`config.mk`:
```
export PLATFORM = sky130hd
export DESIGN_NAME = retract_gear_sequencer_flat
export DESIGN_NICKNAME = d
export VERILOG_FILES = /design/src/rgs_pkg.sv /design/src/rgs_req_if.sv /design/src/rgs_res_if.sv /design/src/rgs_cfg_regs.sv /design/src/rgs_slew.sv /design/src/rgs_core.sv /design/src/retract_gear_sequencer.sv /design/src/flat_wrapper.sv
export SDC_FILE = /design/constraint.sdc
export NUM_CORES = 2
export LEC_CHECK = 0
export BUFFER_PORTS_ARGS = -buffer_cell sky130_fd_sc_hd__buf_2
export CAP_MARGIN = 15
export CORE_MARGIN = 2
export CORE_UTILIZATION = 50
export CTS_BUF_LIST = sky130_fd_sc_hd__clkbuf_4
export DETAILED_ROUTE_END_ITERATION = 6
export GPL_ROUTABILITY_DRIVEN = 0
export PLACE_DENSITY = 0.66
export SYNTH_ARGS = -nofsm -noshare
export SYNTH_HDL_FRONTEND = slang
export SYNTH_SLANG_ARGS = --single-unit
```
`constraint.sdc`:
```
create_clock -name clk_i -period 34 [get_ports clk_i]
set_input_delay 5.1 -clock clk_i [delete_from_list [all_inputs] [get_ports clk_i]]
set_output_delay 5.1 -clock clk_i [all_outputs]
set_load 0.1 [all_outputs]
```
`src/rgs_pkg.sv`:
```
// Shared types, constants and step tables for the retract gear sequencer.
// Depends on nothing; every other file refers to it by scoped names.
package rgs_pkg;

  localparam int unsigned SERVO_CHANNELS = 4;
  localparam int unsigned TABLE_LEN      = 5;

  localparam int unsigned US_W       = 12;
  localparam int unsigned TICK_W     = 8;
  localparam int unsigned RATE_W     = 8;
  localparam int unsigned ELAPSED_W  = 13;
  localparam int unsigned STEP_IDX_W = 3;
  localparam int unsigned WIDTH_W    = 15;
  localparam int unsigned CFG_IDX_W  = 3;
  localparam int unsigned CFG_DATA_W = 12;
  localparam int unsigned CH_IDX_W   = $clog2(SERVO_CHANNELS);

  // accepted pulse window
  localparam logic [WIDTH_W-1:0] VALID_MIN_US = WIDTH_W'(500);
  localparam logic [WIDTH_W-1:0] VALID_MAX_US = WIDTH_W'(2500);

  localparam logic [ELAPSED_W-1:0] ELAPSED_MAX = '1;

  // reset values of the configuration registers
  localparam logic [US_W-1:0]   LOWER_THR_RST  = US_W'(1250);
  localparam logic [US_W-1:0]   UPPER_THR_RST  = US_W'(1750);
  localparam logic [RATE_W-1:0] DOOR_RATE_RST  = RATE_W'(1);
  localparam logic [RATE_W-1:0] GEAR_RATE_RST  = RATE_W'(20);

  // home positions, indexed by channel with the door at index 0 (last in the list)
  localparam logic [SERVO_CHANNELS-1:0][US_W-1:0] HOME_US =
    {US_W'(1000), US_W'(1000), US_W'(1000), US_W'(950)};

  // divide by ten through a reciprocal, exact for values below 4200
  localparam logic [12:0] TICK_RECIP = 13'd6554;
  localparam int unsigned TICK_SHIFT = 16;
  localparam logic [12:0] TICK_ROUND = 13'd5;

  typedef enum logic {
    CMD_TICK   = 1'b0,
    CMD_SAMPLE = 1'b1
  } cmd_e;

  typedef enum logic [1:0] {
    GEAR_NONE  = 2'd0,
    GEAR_LOWER = 2'd1,
    GEAR_RAISE = 2'd2
  } gear_e;

  typedef enum logic [2:0] {
    CH_DOOR   = 3'd0,
    CH_LEFT   = 3'd1,
    CH_RMAIN  = 3'd2,
    CH_NOSE   = 3'd3,
    CH_LIGHTS = 3'd4
  } chan_e;

  typedef enum logic [CFG_IDX_W-1:0] {
    REG_LOWER_THR  = 3'd0,
    REG_UPPER_THR  = 3'd1,
    REG_DOOR_RATE  = 3'd2,
    REG_LEFT_RATE  = 3'd3,
    REG_RIGHT_RATE = 3'd4,
    REG_NOSE_RATE  = 3'd5
  } cfg_reg_e;

  typedef struct packed {
    logic [US_W-1:0]                      lower_thr;
    logic [US_W-1:0]                      upper_thr;
    logic [SERVO_CHANNELS-1:0][RATE_W-1:0] slew_rate;
  } cfg_t;

  typedef struct packed {
    logic [ELAPSED_W-1:0] offset;
    chan_e                chan;
    logic [US_W-1:0]      value;
  } step_t;

  typedef struct packed {
    logic [SERVO_CHANNELS-1:0][TICK_W-1:0] ticks;
    logic                                  lights_on;
    logic                                  pulses_enabled;
    logic                                  sequence_busy;
    logic                                  moving_up;
  } result_t;

  // fixed step tables, lower and raise
  function automatic step_t step_entry(input logic raise, input logic [STEP_IDX_W-1:0] idx);
    step_t s;
    s = '{offset: '1, chan: CH_LIGHTS, value: '0};
    if (raise) begin
      case (idx)
        3'd0: s = '{offset: 13'd0,    chan: CH_LEFT,   value: 12'd2000};
        3'd1: s = '{offset: 13'd10,   chan: CH_LIGHTS, value: 12'd0};
        3'd2: s = '{offset: 13'd1000, chan: CH_RMAIN,  value: 12'd2000};
        3'd3: s = '{offset: 13'd2000, chan: CH_NOSE,   value: 12'd2000};
        3'd4: s = '{offset: 13'd7000, chan: CH_DOOR,   value: 12'd2050};
        default: s = '{offset: '1, chan: CH_LIGHTS, value: '0};
      endcase
    end else begin
      case (idx)
        3'd0: s = '{offset: 13'd0,    chan: CH_DOOR,   value: 12'd950};
        3'd1: s = '{offset: 13'd1200, chan: CH_LEFT,   value: 12'd1000};
        3'd2: s = '{offset: 13'd2200, chan: CH_RMAIN,  value: 12'd1000};
        3'd3: s = '{offset: 13'd3200, chan: CH_NOSE,   value: 12'd1000};
        3'd4: s = '{offset: 13'd6000, chan: CH_LIGHTS, value: 12'd1};
        default: s = '{offset: '1, chan: CH_LIGHTS, value: '0};
      endcase
    end
    return s;
  endfunction

  // microseconds to rounded 10 us units, never zero
  function automatic logic [TICK_W-1:0] us_to_ticks(input logic [US_W-1:0] us);
    logic [12:0] x;
    logic [25:0] p;
    logic [TICK_W-1:0] t;
    x = {1'b0, us} + TICK_ROUND;
    p = x * TICK_RECIP;
    t = p[TICK_SHIFT +: TICK_W];
    if (t == '0) begin
      t = TICK_W'(1);
    end
    return t;
  endfunction

endpackage

```
`src/rgs_req_if.sv`:
```
// Request channel: ticks and pulse samples into the sequencer.
// Depends on rgs_pkg for field widths.
interface rgs_req_if;
  logic                             valid;
  logic                             ready;
  logic                             cmd;
  logic [rgs_pkg::WIDTH_W-1:0]      pulse_width_us;

  modport source (output valid, output cmd, output pulse_width_us, input ready);
  modport sink   (input valid, input cmd, input pulse_width_us, output ready);
endinterface

```
`src/rgs_res_if.sv`:
```
// Result channel: servo pulse lengths and status out of the sequencer.
// Depends on rgs_pkg for field widths.
interface rgs_res_if;
  logic                        valid;
  logic                        ready;
  logic [rgs_pkg::TICK_W-1:0]  door_ticks;
  logic [rgs_pkg::TICK_W-1:0]  left_ticks;
  logic [rgs_pkg::TICK_W-1:0]  right_ticks;
  logic [rgs_pkg::TICK_W-1:0]  nose_ticks;
  logic                        lights_on;
  logic                        pulses_enabled;
  logic                        sequence_busy;
  logic                        moving_up;

  modport source (output valid, output door_ticks, output left_ticks, output right_ticks,
                  output nose_ticks, output lights_on, output pulses_enabled,
                  output sequence_busy, output moving_up, input ready);
  modport sink   (input valid, input door_ticks, input left_ticks, input right_ticks,
                  input nose_ticks, input lights_on, input pulses_enabled,
                  input sequence_busy, input moving_up, output ready);
endinterface

```
`src/rgs_cfg_regs.sv`:
```
// Configuration registers: thresholds and per-servo slew rates.
// Depends on rgs_pkg.
module rgs_cfg_regs (
  input  logic                             clk_i,
  input  logic                             rst_ni,
  input  logic                             cfg_we_i,
  input  logic [rgs_pkg::CFG_IDX_W-1:0]    cfg_idx_i,
  input  logic [rgs_pkg::CFG_DATA_W-1:0]   cfg_data_i,
  output rgs_pkg::cfg_t                    cfg_o
);

  rgs_pkg::cfg_t cfg_q, cfg_d;

  // decode the register index, unknown indexes are dropped
  always_comb begin
    cfg_d = cfg_q;
    if (cfg_we_i) begin
      case (rgs_pkg::cfg_reg_e'(cfg_idx_i))
        rgs_pkg::REG_LOWER_THR:  cfg_d.lower_thr = cfg_data_i[rgs_pkg::US_W-1:0];
        rgs_pkg::REG_UPPER_THR:  cfg_d.upper_thr = cfg_data_i[rgs_pkg::US_W-1:0];
        rgs_pkg::REG_DOOR_RATE:  cfg_d.slew_rate[0] = cfg_data_i[rgs_pkg::RATE_W-1:0];
        rgs_pkg::REG_LEFT_RATE:  cfg_d.slew_rate[1] = cfg_data_i[rgs_pkg::RATE_W-1:0];
        rgs_pkg::REG_RIGHT_RATE: cfg_d.slew_rate[2] = cfg_data_i[rgs_pkg::RATE_W-1:0];
        rgs_pkg::REG_NOSE_RATE:  cfg_d.slew_rate[3] = cfg_data_i[rgs_pkg::RATE_W-1:0];
        default: ;
      endcase
    end
  end

  always_ff @(posedge clk_i or negedge rst_ni) begin
    if (!rst_ni) begin
      cfg_q.lower_thr    <= rgs_pkg::LOWER_THR_RST;
      cfg_q.upper_thr    <= rgs_pkg::UPPER_THR_RST;
      cfg_q.slew_rate[0] <= rgs_pkg::DOOR_RATE_RST;
      cfg_q.slew_rate[1] <= rgs_pkg::GEAR_RATE_RST;
      cfg_q.slew_rate[2] <= rgs_pkg::GEAR_RATE_RST;
      cfg_q.slew_rate[3] <= rgs_pkg::GEAR_RATE_RST;
    end else begin
      cfg_q <= cfg_d;
    end
  end

  assign cfg_o = cfg_q;

endmodule

```
`src/rgs_slew.sv`:
```
// One servo channel: rate-limited move toward target and pulse tick conversion.
// Depends on rgs_pkg.
module rgs_slew (
  input  logic [rgs_pkg::US_W-1:0]    cur_i,
  input  logic [rgs_pkg::US_W-1:0]    tgt_i,
  input  logic [rgs_pkg::RATE_W-1:0]  rate_i,
  input  logic                        tick_i,
  output logic [rgs_pkg::US_W-1:0]    cur_o,
  output logic [rgs_pkg::TICK_W-1:0]  ticks_o
);

  logic [rgs_pkg::US_W-1:0] step;
  logic [rgs_pkg::US_W-1:0] up_gap;
  logic [rgs_pkg::US_W-1:0] down_gap;

  // zero rate behaves as one
  always_comb begin
    step     = (rate_i == '0) ? rgs_pkg::US_W'(1) : {{(rgs_pkg::US_W-rgs_pkg::RATE_W){1'b0}}, rate_i};
    up_gap   = tgt_i - cur_i;
    down_gap = cur_i - tgt_i;
    cur_o    = cur_i;
    if (tick_i) begin
      if (cur_i < tgt_i) begin
        cur_o = cur_i + ((up_gap > step) ? step : up_gap);
      end else if (cur_i > tgt_i) begin
        cur_o = cur_i - ((down_gap > step) ? step : down_gap);
      end
    end
  end

  assign ticks_o = rgs_pkg::us_to_ticks(cur_o);

endmodule

```
`src/rgs_core.sv`:
```
// Sequencer state: command decode, step tables, elapsed time and servo positions.
// Depends on rgs_pkg and rgs_slew.
module rgs_core (
  input  logic                          clk_i,
  input  logic                          rst_ni,
  input  rgs_pkg::cfg_t                 cfg_i,
  input  logic                          go_i,
  input  logic                          cmd_i,
  input  logic [rgs_pkg::WIDTH_W-1:0]   width_i,
  output rgs_pkg::result_t              result_o
);

  localparam int unsigned NCH = rgs_pkg::SERVO_CHANNELS;

  logic                                     baseline_q, baseline_d;
  rgs_pkg::gear_e                           latched_q, latched_d;
  logic                                     enable_q, enable_d;
  logic                                     active_q, active_d;
  logic                                     raise_q, raise_d;
  logic [rgs_pkg::STEP_IDX_W-1:0]           idx_q, idx_d;
  logic [rgs_pkg::ELAPSED_W-1:0]            elapsed_q, elapsed_d;
  logic [NCH-1:0][rgs_pkg::US_W-1:0]        target_q, target_d;
  logic [NCH-1:0][rgs_pkg::US_W-1:0]        current_q, current_d;
  logic                                     lights_q, lights_d;

  logic                                     tick;
  logic                                     width_ok;
  rgs_pkg::gear_e                           code;
  logic                                     run;
  rgs_pkg::step_t                           step;
  logic [NCH-1:0][rgs_pkg::TICK_W-1:0]      ticks;

  assign tick = go_i && (rgs_pkg::cmd_e'(cmd_i) == rgs_pkg::CMD_TICK);

  // one slew unit per servo
  for (genvar g = 0; g < NCH; g++) begin : g_slew
    rgs_slew u_slew (
      .cur_i   (current_q[g]),
      .tgt_i   (target_q[g]),
      .rate_i  (cfg_i.slew_rate[g]),
      .tick_i  (tick),
      .cur_o   (current_d[g]),
      .ticks_o (ticks[g])
    );
  end

  // pulse decode, lower test first
  always_comb begin
    width_ok = (width_i >= rgs_pkg::VALID_MIN_US) && (width_i <= rgs_pkg::VALID_MAX_US);
    if (width_i < rgs_pkg::WIDTH_W'(cfg_i.lower_thr)) begin
      code = rgs_pkg::GEAR_LOWER;
    end else if (width_i > rgs_pkg::WIDTH_W'(cfg_i.upper_thr)) begin
      code = rgs_pkg::GEAR_RAISE;
    end else begin
      code = rgs_pkg::GEAR_NONE;
    end
  end

  // next state: command latch, sequence start, time advance and one due step
  always_comb begin
    baseline_d = baseline_q;
    latched_d  = latched_q;
    enable_d   = enable_q;
    active_d   = active_q;
    raise_d    = raise_q;
    idx_d      = idx_q;
    elapsed_d  = elapsed_q;
    target_d   = target_q;
    lights_d   = lights_q;
    run        = 1'b0;

    if (tick) begin
      if (active_q) begin
        if (elapsed_q != rgs_pkg::ELAPSED_MAX) begin
          elapsed_d = elapsed_q + 1'b1;
        end
        run = 1'b1;
      end
    end else if (go_i && width_ok) begin
      if (!baseline_q) begin
        latched_d  = code;
        baseline_d = 1'b1;
      end else if (code == rgs_pkg::GEAR_NONE) begin
        latched_d = rgs_pkg::GEAR_NONE;
      end else if (code != latched_q) begin
        latched_d = code;
        enable_d  = 1'b1;
        raise_d   = (code == rgs_pkg::GEAR_RAISE);
        idx_d     = '0;
        elapsed_d = '0;
        active_d  = 1'b1;
        run       = 1'b1;
      end
    end

    // offsets are strictly rising, so at most one step falls due per item
    step = rgs_pkg::step_entry(raise_d, idx_d);
    if (run) begin
      if ((idx_d < rgs_pkg::STEP_IDX_W'(rgs_pkg::TABLE_LEN)) && (elapsed_d >= step.offset)) begin
        case (step.chan)
          rgs_pkg::CH_DOOR, rgs_pkg::CH_LEFT, rgs_pkg::CH_RMAIN, rgs_pkg::CH_NOSE:
            target_d[step.chan[rgs_pkg::CH_IDX_W-1:0]] = step.value;
          rgs_pkg::CH_LIGHTS: lights_d = (step.value != '0);
          default: ;
        endcase
        idx_d = idx_d + 1'b1;
      end
      if (idx_d >= rgs_pkg::STEP_IDX_W'(rgs_pkg::TABLE_LEN)) begin
        active_d = 1'b0;
      end
    end
  end

  // state registers, updated only when an item is processed
  always_ff @(posedge clk_i or negedge rst_ni) begin
    if (!rst_ni) begin
      baseline_q <= 1'b0;
      latched_q  <= rgs_pkg::GEAR_NONE;
      enable_q   <= 1'b0;
      active_q   <= 1'b0;
      raise_q    <= 1'b0;
      idx_q      <= '0;
      elapsed_q  <= '0;
      target_q   <= rgs_pkg::HOME_US;
      current_q  <= rgs_pkg::HOME_US;
      lights_q   <= 1'b0;
    end else if (go_i) begin
      baseline_q <= baseline_d;
      latched_q  <= latched_d;
      enable_q   <= enable_d;
      active_q   <= active_d;
      raise_q    <= raise_d;
      idx_q      <= idx_d;
      elapsed_q  <= elapsed_d;
      target_q   <= target_d;
      current_q  <= current_d;
      lights_q   <= lights_d;
    end
  end

  // result reflects the state after this item
  always_comb begin
    result_o.ticks          = ticks;
    result_o.lights_on      = lights_d;
    result_o.pulses_enabled = enable_d;
    result_o.sequence_busy  = active_d;
    result_o.moving_up      = raise_d;
  end

endmodule

```
`src/retract_gear_sequencer.sv`:
```
// Top level of the retract gear sequencer: input register, core, result register.
// Depends on rgs_pkg, rgs_req_if, rgs_res_if, rgs_cfg_regs and rgs_core.
//
//   channel   dir   carries                                   handshake
//   req_i     in    cmd, pulse_width_us                       valid/ready
//   res_o     out   four servo ticks, lights, enable, busy,   valid/ready
//                   direction
//   cfg_*_i   in    register index and data                   write enable
//
// Each request is held in the input register, is processed by the core logic and
// lands in the result register.
// One request is taken per cycle while the result side keeps up; a stalled
// result holds the input register, which then holds off further requests.
// Reset puts the servos at home and clears all sequence state; no clearing pass.
module retract_gear_sequencer (
  input  logic                           clk_i,
  input  logic                           rst_ni,
  input  logic                           cfg_we_i,
  input  logic [rgs_pkg::CFG_IDX_W-1:0]  cfg_idx_i,
  input  logic [rgs_pkg::CFG_DATA_W-1:0] cfg_data_i,
  rgs_req_if.sink                        req_i,
  rgs_res_if.source                      res_o
);

  rgs_pkg::cfg_t                 cfg;
  rgs_pkg::result_t              result;

  logic                          in_valid_q, in_valid_d;
  logic                          in_cmd_q;
  logic [rgs_pkg::WIDTH_W-1:0]   in_width_q;
  logic                          out_valid_q, out_valid_d;
  rgs_pkg::result_t              out_data_q;
  logic                          advance;
  logic                          req_take;

  rgs_cfg_regs u_cfg_regs (
    .clk_i      (clk_i),
    .rst_ni     (rst_ni),
    .cfg_we_i   (cfg_we_i),
    .cfg_idx_i  (cfg_idx_i),
    .cfg_data_i (cfg_data_i),
    .cfg_o      (cfg)
  );

  // item moves on when the result register is free or being emptied
  assign advance     = in_valid_q && (!out_valid_q || res_o.ready);
  assign req_i.ready = !in_valid_q || advance;
  assign req_take    = req_i.valid && req_i.ready;

  rgs_core u_core (
    .clk_i    (clk_i),
    .rst_ni   (rst_ni),
    .cfg_i    (cfg),
    .go_i     (advance),
    .cmd_i    (in_cmd_q),
    .width_i  (in_width_q),
    .result_o (result)
  );

  // input register
  always_comb begin
    in_valid_d = in_valid_q;
    if (req_take) begin
      in_valid_d = 1'b1;
    end else if (advance) begin
      in_valid_d = 1'b0;
    end
  end

  // result register
  always_comb begin
    out_valid_d = out_valid_q;
    if (advance) begin
      out_valid_d = 1'b1;
    end else if (res_o.ready) begin
      out_valid_d = 1'b0;
    end
  end

  always_ff @(posedge clk_i or negedge rst_ni) begin
    if (!rst_ni) begin
      in_valid_q  <= 1'b0;
      out_valid_q <= 1'b0;
    end else begin
      in_valid_q  <= in_valid_d;
      out_valid_q <= out_valid_d;
    end
  end

  always_ff @(posedge clk_i) begin
    if (req_take) begin
      in_cmd_q   <= req_i.cmd;
      in_width_q <= req_i.pulse_width_us;
    end
    if (advance) begin
      out_data_q <= result;
    end
  end

  assign res_o.valid          = out_valid_q;
  assign res_o.door_ticks     = out_data_q.ticks[0];
  assign res_o.left_ticks     = out_data_q.ticks[1];
  assign res_o.right_ticks    = out_data_q.ticks[2];
  assign res_o.nose_ticks     = out_data_q.ticks[3];
  assign res_o.lights_on      = out_data_q.lights_on;
  assign res_o.pulses_enabled = out_data_q.pulses_enabled;
  assign res_o.sequence_busy  = out_data_q.sequence_busy;
  assign res_o.moving_up      = out_data_q.moving_up;

endmodule
```
`src/flat_wrapper.sv`:
```
// flat-port wrapper written by rule: the top's interface ports become plain ports
module retract_gear_sequencer_flat 
  (clk_i, rst_ni, cfg_we_i, cfg_idx_i, cfg_data_i, req_i_valid, req_i_cmd, req_i_pulse_width_us, req_i_ready, res_o_valid, res_o_door_ticks, res_o_left_ticks, res_o_right_ticks, res_o_nose_ticks, res_o_lights_on, res_o_pulses_enabled, res_o_sequence_busy, res_o_moving_up, res_o_ready);
  rgs_req_if req_i_i ();
  rgs_res_if res_o_i ();
  input  logic clk_i;
  input  logic rst_ni;
  input  logic cfg_we_i;
  input  logic [rgs_pkg::CFG_IDX_W-1:0] cfg_idx_i;
  input  logic [rgs_pkg::CFG_DATA_W-1:0] cfg_data_i;
  input wire logic [$bits(req_i_i.valid)-1:0] req_i_valid;
  input wire logic [$bits(req_i_i.cmd)-1:0] req_i_cmd;
  input wire logic [$bits(req_i_i.pulse_width_us)-1:0] req_i_pulse_width_us;
  output wire logic [$bits(req_i_i.ready)-1:0] req_i_ready;
  output wire logic [$bits(res_o_i.valid)-1:0] res_o_valid;
  output wire logic [$bits(res_o_i.door_ticks)-1:0] res_o_door_ticks;
  output wire logic [$bits(res_o_i.left_ticks)-1:0] res_o_left_ticks;
  output wire logic [$bits(res_o_i.right_ticks)-1:0] res_o_right_ticks;
  output wire logic [$bits(res_o_i.nose_ticks)-1:0] res_o_nose_ticks;
  output wire logic [$bits(res_o_i.lights_on)-1:0] res_o_lights_on;
  output wire logic [$bits(res_o_i.pulses_enabled)-1:0] res_o_pulses_enabled;
  output wire logic [$bits(res_o_i.sequence_busy)-1:0] res_o_sequence_busy;
  output wire logic [$bits(res_o_i.moving_up)-1:0] res_o_moving_up;
  input wire logic [$bits(res_o_i.ready)-1:0] res_o_ready;
  assign req_i_i.valid = req_i_valid;
  assign req_i_i.cmd = req_i_cmd;
  assign req_i_i.pulse_width_us = req_i_pulse_width_us;
  assign req_i_ready = req_i_i.ready;
  assign res_o_valid = res_o_i.valid;
  assign res_o_door_ticks = res_o_i.door_ticks;
  assign res_o_left_ticks = res_o_i.left_ticks;
  assign res_o_right_ticks = res_o_i.right_ticks;
  assign res_o_nose_ticks = res_o_i.nose_ticks;
  assign res_o_lights_on = res_o_i.lights_on;
  assign res_o_pulses_enabled = res_o_i.pulses_enabled;
  assign res_o_sequence_busy = res_o_i.sequence_busy;
  assign res_o_moving_up = res_o_i.moving_up;
  assign res_o_i.ready = res_o_ready;
  retract_gear_sequencer u_core (.clk_i(clk_i), .rst_ni(rst_ni), .cfg_we_i(cfg_we_i), .cfg_idx_i(cfg_idx_i), .cfg_data_i(cfg_data_i), .req_i(req_i_i), .res_o(res_o_i));
endmodule
```
Yosys cells after proc, flatten, opt, wreduce, memory -nomap -nowiden:

Cells that the tools add are included.

* add/sub/neg operators: 22
* $mul: 4
* $lt $le $gt $ge: 25
* eq/ne operators: 17
* mux-type cells: 80
* bitwise operators: 2
* reductions and logical operators: 36

Operators by type and width (count)
* 28-bit one-hot mux with 5 select lines: 2
* 12-bit 2-to-1 mux: 21
* 12-bit > comparator: 12
* 12-bit subtractor: 12
* 13-bit by 12-bit multiplier with 23-bit output (second input constant): 4
* 13-bit 2-to-1 mux: 7
* 8-bit logical NOT: 8
* 12-bit by 3-bit adder with 13-bit output (second input constant): 4
* 12-bit adder: 4
* 48-bit bitwise mux: 1
* 12-bit less-than comparator: 4
* 8-bit 2-to-1 mux: 4
* 1-bit 2-to-1 mux: 30
* 28-bit 2-to-1 mux: 1
* 12-bit demux with 2-bit select: 1
* 3-bit 2-to-1 mux: 8
* 3-bit by 2-bit == test with 1-bit output (second input constant): 6
* 15-bit by 9-bit >= comparator with 1-bit output (second input constant): 1
* 15-bit by 12-bit > comparator with 1-bit output: 1
* 15-bit by 12-bit less-or-equal comparator with 1-bit output (second input constant): 1
* 15-bit by 12-bit less-than comparator with 1-bit output: 1
* 13-bit by 1-bit adder with 13-bit output (second input constant): 1
* 13-bit >= comparator: 1
* 13-bit != test (second input constant): 1
* other kinds (23): 50

* flip-flop bits (word level): 229
* word-level logic and storage cells: 220

Longest topological paths before layout:

* depth after elaboration: 19
* depth in mapped cells: 51
* gate-level depth less buffers: 51

Cells and area by module:

Synthesis repeated with hierarchy kept, for this count alone.

* cell total of the unflattened synthesis: 3668
* area total of the unflattened synthesis: 33539.7 sq um

Modules (own cells, without submodules)
* rgs_core: instances 1, cells each 558, area each 5988.2 sq um, sequential area each 2830.2 sq um
* rgs_slew (u_core.u_core.g_slew[0].u_slew): instances 1, cells each 720, area each 5968.2 sq um, sequential area each 0.0 sq um
* rgs_slew (u_core.u_core.g_slew[3].u_slew): instances 1, cells each 735, area each 5940.7 sq um, sequential area each 0.0 sq um
* rgs_slew (u_core.u_core.g_slew[2].u_slew): instances 1, cells each 740, area each 5913.2 sq um, sequential area each 0.0 sq um
* rgs_slew (u_core.u_core.g_slew[1].u_slew): instances 1, cells each 733, area each 5889.4 sq um, sequential area each 0.0 sq um
* rgs_cfg_regs: instances 1, cells each 122, area each 2174.6 sq um, sequential area each 1425.1 sq um
* retract_gear_sequencer: instances 1, cells each 60, area each 1665.3 sq um, sequential area each 1611.5 sq um

Least setup slack after synthesis:

No wires, ideal clock.

* path type: in2reg
* start: in res_o_ready
* end: reg u_core.out_data_q, in the netlist u_core.res_o.door_ticks[0], data pin
* arrival: 12015 ps
* required time: 33812 ps
* slack: 21797 ps
* cell stages on the path: 30
* path buffers: 3
* cells stage by stage: nand2b_1 > nand2b_1 > clkbuf_1 > clkbuf_1 > a21oi_1 > buf_4 > o22ai_1 > a21boi_0 > nor2_1 > nand3_1 > xnor2_1 > ha_1 > inv_1 > fa_1 > inv_1 > fa_1 > fa_1 > inv_1 > fa_1 > inv_1 > ha_1 > and3_1 > a32oi_1 > a31o_2 > nor2_1 > a2111oi_0 > o21ai_0 > a21oi_1 > xnor2_1 > o41ai_1

* cells in the longest elaborated chain, start to end: 7

Ends and longest elaborated chain
* start, declared: RTL line flat_wrapper.sv:24 `input wire logic [$bits(res_o_i.ready)-1:0] res_o_ready;`
* 1-bit logical OR *: RTL line retract_gear_sequencer.sv:46 `assign advance = in_valid_q && (!out_valid_q || res_o.ready);`
* 1-bit logical AND *: RTL line retract_gear_sequencer.sv:46
* 1-bit logical AND *: RTL line rgs_core.sv:33 `assign tick = go_i && (rgs_pkg::cmd_e'(cmd_i) == rgs_pkg::CMD_TICK);`
* 12-bit 2-to-1 mux *: RTL line rgs_slew.sv:22 `if (tick_i) begin`
* 12-bit by 3-bit adder with 13-bit output *: RTL line rgs_pkg.sv:118 `x = {1'b0, us} + TICK_ROUND;`
* 13-bit by 12-bit multiplier with 23-bit output *: RTL line rgs_pkg.sv:119 `p = x * TICK_RECIP;`
* 8-bit logical NOT: RTL line rgs_pkg.sv:121 `if (t == '0) begin`
* end signal, assigned: RTL line retract_gear_sequencer.sv:96 `out_data_q <= result;`
* end, declared: RTL line retract_gear_sequencer.sv:32 `rgs_pkg::result_t out_data_q;`

Every way passes the cells marked *; elsewhere a longest branch is shown, timed or not.
A chain may end at the register's enable or synchronous reset.

Final worst setup path:

* start: reg u_core.u_core.current_q[1] (netlist bit)
* end: reg u_core.out_data_q, in the netlist u_core.res_o.door_ticks[0], data pin

* cells in the longest elaborated chain, start to end: 10
* elaborated cells on any way between the ends: 16
* those cells by class: add/sub: 5; mul: 1; order compare: 4; mux: 5; reduce/logical: 1

Ends and longest elaborated chain
* start, declared: RTL line rgs_core.sv:23 `logic [NCH-1:0][rgs_pkg::US_W-1:0] current_q, current_d;`
* start signal, assigned: RTL line rgs_core.sv:125 `current_q <= rgs_pkg::HOME_US;`
* start signal, assigned: RTL line rgs_core.sv:136 `current_q <= current_d;`
* 12-bit subtractor: RTL line rgs_slew.sv:20 `down_gap = cur_i - tgt_i;`
* 12-bit > comparator: RTL line rgs_slew.sv:26 `cur_o = cur_i - ((down_gap > step) ? step : down_gap);`
* 12-bit 2-to-1 mux: RTL line rgs_slew.sv:26
* 12-bit subtractor: RTL line rgs_slew.sv:26
* 12-bit 2-to-1 mux: RTL line rgs_slew.sv:25 `end else if (cur_i > tgt_i) begin`
* 12-bit 2-to-1 mux: RTL line rgs_slew.sv:23 `if (cur_i < tgt_i) begin`
* 12-bit 2-to-1 mux *: RTL line rgs_slew.sv:22
* 12-bit by 3-bit adder with 13-bit output *: RTL line rgs_pkg.sv:118
* 13-bit by 12-bit multiplier with 23-bit output *: RTL line rgs_pkg.sv:119
* 8-bit logical NOT: RTL line rgs_pkg.sv:121

Marks and branches as above.

==> results.md <==
Synth:
- The synthesized netlist occupies a cell area of 0.0316 mm².
- The number of synthesized flops with an enable pin is 52.
- The most instantiated library cell after synthesis is ha_1.
- The cell count after synthesis is 3495.
- The share of the synthesized area in the top cell type is 24.0%.
- The leading register cell type out of synthesis is dfrtp_1.
- The Yosys step of the flow raised 0 warnings.
- The average instance in the mapped netlist occupies 9.03 µm².
- Of the synthesized area, sequential elements account for between 15 and 20%.
- The count of unique library cells instantiated by Yosys is 104.
- Sorting the synthesized cells by area gives the leading types as ha_1 24%, fa_1 11%, dfrtp_1 8.6%, inv_1 7.0%, dfstp_2 5.1%.
- The post-synthesis sequential element count is 221.
- The commonest cells after synthesis are 604 x ha_1, 590 x inv_1, 185 x nand2_1.
- The cell type with the largest total area after synthesis is ha_1.
- The async set or reset register ratio after synthesis is 76.5%.

CTS:
- The post-cts sizing count is 0.
- TritonCTS built the clock tree.
- After clock tree synthesis, the clock-pin slew on the worst setup and hold paths is 0.07 ns.
- The clock net in this run drives a total of about 220 sinks.
- Clock tree synthesis inserted a total of 72 buffers.
- The clock network latency to the later pin of the worst-skew pair is ~0.8 ns.
- The post-cts hold buffer count is 0.
- The longest clock path from root to sink contains 3 buffers.
- In this run the number of H-tree levels came out at 3.
- The cell sitting at the root of the clock tree is a clkbuf_4.
- The post-CTS setup repair buffer count is 0.

STA:
- The period utilization is 38.1%.
- In this run the tightest slew margin relative to its limit is 31.4%.
- Static timing analysis puts the maximum clock frequency at between 0.07 and 0.08 GHz.
- Clock skew on the completed layout was measured at around 0.083 ns.
- Setup repair after global routing left no endpoint under its margin.
- The number of failing hold endpoints at the final stage is 0.
- Setup violations remaining at the end of the flow were counted as 0.
- The summed negative setup slack over all endpoints is 0 ns.
- The transition time of the tightest slew-check pin is 1.03 ns.
- The total count of max-transition violations in the final report is 0.
- The final period demand of the worst path is 12.94 ns.

Die:
- The core region area is 0.0627 mm².
- The row count is just over 90.
- The number of top-level pins is 74.
- The overall die width is 255 µm.
- The die is 255 µm tall.
- The die outline area is about 0.065 mm².
- Once the floorplan was initialized, standard cells occupied 50.3% of the core.

Hold path:
- The tightest min-delay check is of the register to register type.

Worst setup path:
- The count of cells along the worst register-to-register path is 46.
- The worst setup slack for register-to-register paths is roughly 21 ns.
- In this run the worst path has a maximum fanout of 9.
- The startpoint type of the worst setup path is a register.
- The slowest library cell on the worst path is dfstp_2.
- The worst flop-to-flop path startpoint is u_core.u_core.current_q[1].
- The destination of the worst register-to-register timing path is u_core.res_o.door_ticks[0].
- The category of the worst setup path capture point is a register.
- Among the stages of the critical path, the cell type that occurs most often is o21ai_0.
- The setup path with the least slack is of type register to register.
- The data required time of the worst path is 34.55 ns.
- The critical path startpoint is u_core.u_core.current_q[1].
- The critical path capture point is u_core.res_o.door_ticks[0].
- The largest single stage delay on the critical path is between 0.6 and 0.7 ns.
- The signal arrival time at the worst endpoint is 13.49 ns.

Drt:
- The detailed-router iteration count before antenna repair is 5.
- The final antenna-violating net count is 0.
- In this run, the number of DRC markers left after iteration 0 of detailed routing was 1447.
- The total routed wirelength is roughly 75 mm.
- The via-per-instance ratio is between 5 and 6.
- The DRC violations left is 0.
- Across all layers, the routed design uses 24725 vias.
- The final routed wire length divided by cell count is 16.7 µm.

GRT:
- The initial antenna violation count was 2.
- Global routing used 23.6% of the available tracks.
- For this run the aggregate overflow at the end of global routing stands at 0.
- The first global-routing pass estimated about 120 mm of wire.
- Entering global routing, the biggest net connects 107 pins.
- The via count of the first global-routing pass was 24605.

Final layout:
- The fraction of final layout cells with drive strength greater than 1 is 10.6%.
- The final net count is approximately 4400.
- The layout has 5927 filler cells.
- The area growth from synthesis to final layout is 7.23%.

Placed design:
- The HPWL after detailed placement is 61.1 mm.
- The count of buffers from port buffering is 73.

Outcome:
- The flow ran to the end, and the final reports show no timing, DRC or antenna violations.

Run:
- The reported max-cap violation count is 0.
cell type report:
type	count	area [µm²]	area share (%)
multi-input combinational	2638	23300	68.8
inverter	591	2220	6.56
timing repair buffer	86	472	1.39
tap	846	1060	3.13
clock inverter	25	141	0.418
sequential	221	5870	17.3
antenna	5	12.5	0.0370
clock buffer	105	788	2.33
worst min-delay path by stage:
| stage | startpoint | end | cells after the start |
|---|---|---|---|
| 6_report | u_core.u_core.baseline_q | u_core.u_core.baseline_q | 2 |
| 5_1_grt | u_core.u_core.baseline_q | u_core.u_core.baseline_q | 2 |
| 4_1_cts | u_core.u_core.baseline_q | u_core.u_core.baseline_q | 2 |
| 3_5_place_dp | u_core.u_core.baseline_q | u_core.u_core.baseline_q | 2 |
| 3_3_place_gp | u_core.u_core.baseline_q | u_core.u_core.baseline_q | 2 |
| 2_1_floorplan | u_core.u_core.baseline_q | u_core.u_core.baseline_q | 2 |
flip-flops by register name, summed over array words and instances (netlist names), 2 cells and up:
name and count:
u_core.res_o.nose_ticks 8, u_core.res_o.door_ticks 8, u_core.u_core.target_q 40, u_core.res_o.left_ticks 8
u_core.u_cfg_regs.cfg_o 56, u_core.u_core.idx_q 3, u_core.u_core.latched_q 2, u_core.res_o.right_ticks 8
u_core.u_core.elapsed_q 13, u_core.in_width_q 15, u_core.u_core.current_q 48
kinds of logic after synthesis:
group | share of synthesized area [%]
muxes | 4.16
adders and majority gates | 35.2
AOI/OAI and AO/OA | 16.2
DFF | 18.6
and+or+nand+nor | 11.4
other | 0.0238
xor gates and xnor gates | 6.46
buffers and inverters | 8.01
per-stage QoR:
stage | hold slack, ns | cells | util (%) | setup slack (ns) | cell area [µm²]
2_1_floorplan | 0.422 | 3517 | - | 21.80 | 31600
5_1_grt | 0.516 | 4517 | 53.9 | 19.94 | 33800
3_5_place_dp | 0.444 | 4381 | 52.4 | 20.67 | 32900
6_report | 0.451 | 4517 | 53.9 | 21.06 | 33800
3_3_place_gp | 0.438 | 4381 | 52.4 | 20.85 | 32900
4_1_cts | 0.459 | 4511 | 53.9 | 20.99 | 33800
layer usage:
layer  GRT usage (%)  share of wire, %  vias up
li1                -                 -    12386
met1            32.6                48    11731
met2            38.4                45      479
met3            3.14               3.9      129
met4            7.40               2.7        0
met5               0                 0        -
cells in the final DEF, fill, tap and decap left out, types with 52 or more instances in the layout:
cell,synthesis,final
a21o_1,91,91
a21oi_1,168,168
buf_2,19,72
clkbuf_4,0,105
dfrtp_1,108,108
dfstp_2,61,61
edfxtp_1,52,52
fa_1,177,177
ha_1,604,604
inv_1,590,589
mux2_2,72,72
nand2_1,185,185
nand3_1,58,58
nor2_1,173,172
nor3_1,55,54
o21ai_0,180,180
xnor2_1,134,134
xor2_1,92,92
worst max-delay path, delay by kind of cell, from the launching register on:
family                   cells  cell delay [ns]
AO/OA/AOI/OAI               22             5.23
adder cells (fa/ha/maj)      9             3.61
AND/OR/NAND/NOR              7             1.58
XOR/XNOR                     4             0.96
flip-flops                   1             0.68
multiplexers                 1             0.46
buffers and inverters        3             0.24
Power is left out: the tool's default activity adds up to more than one toggle a clock period on the data nets, which glitch-free logic cannot reach.
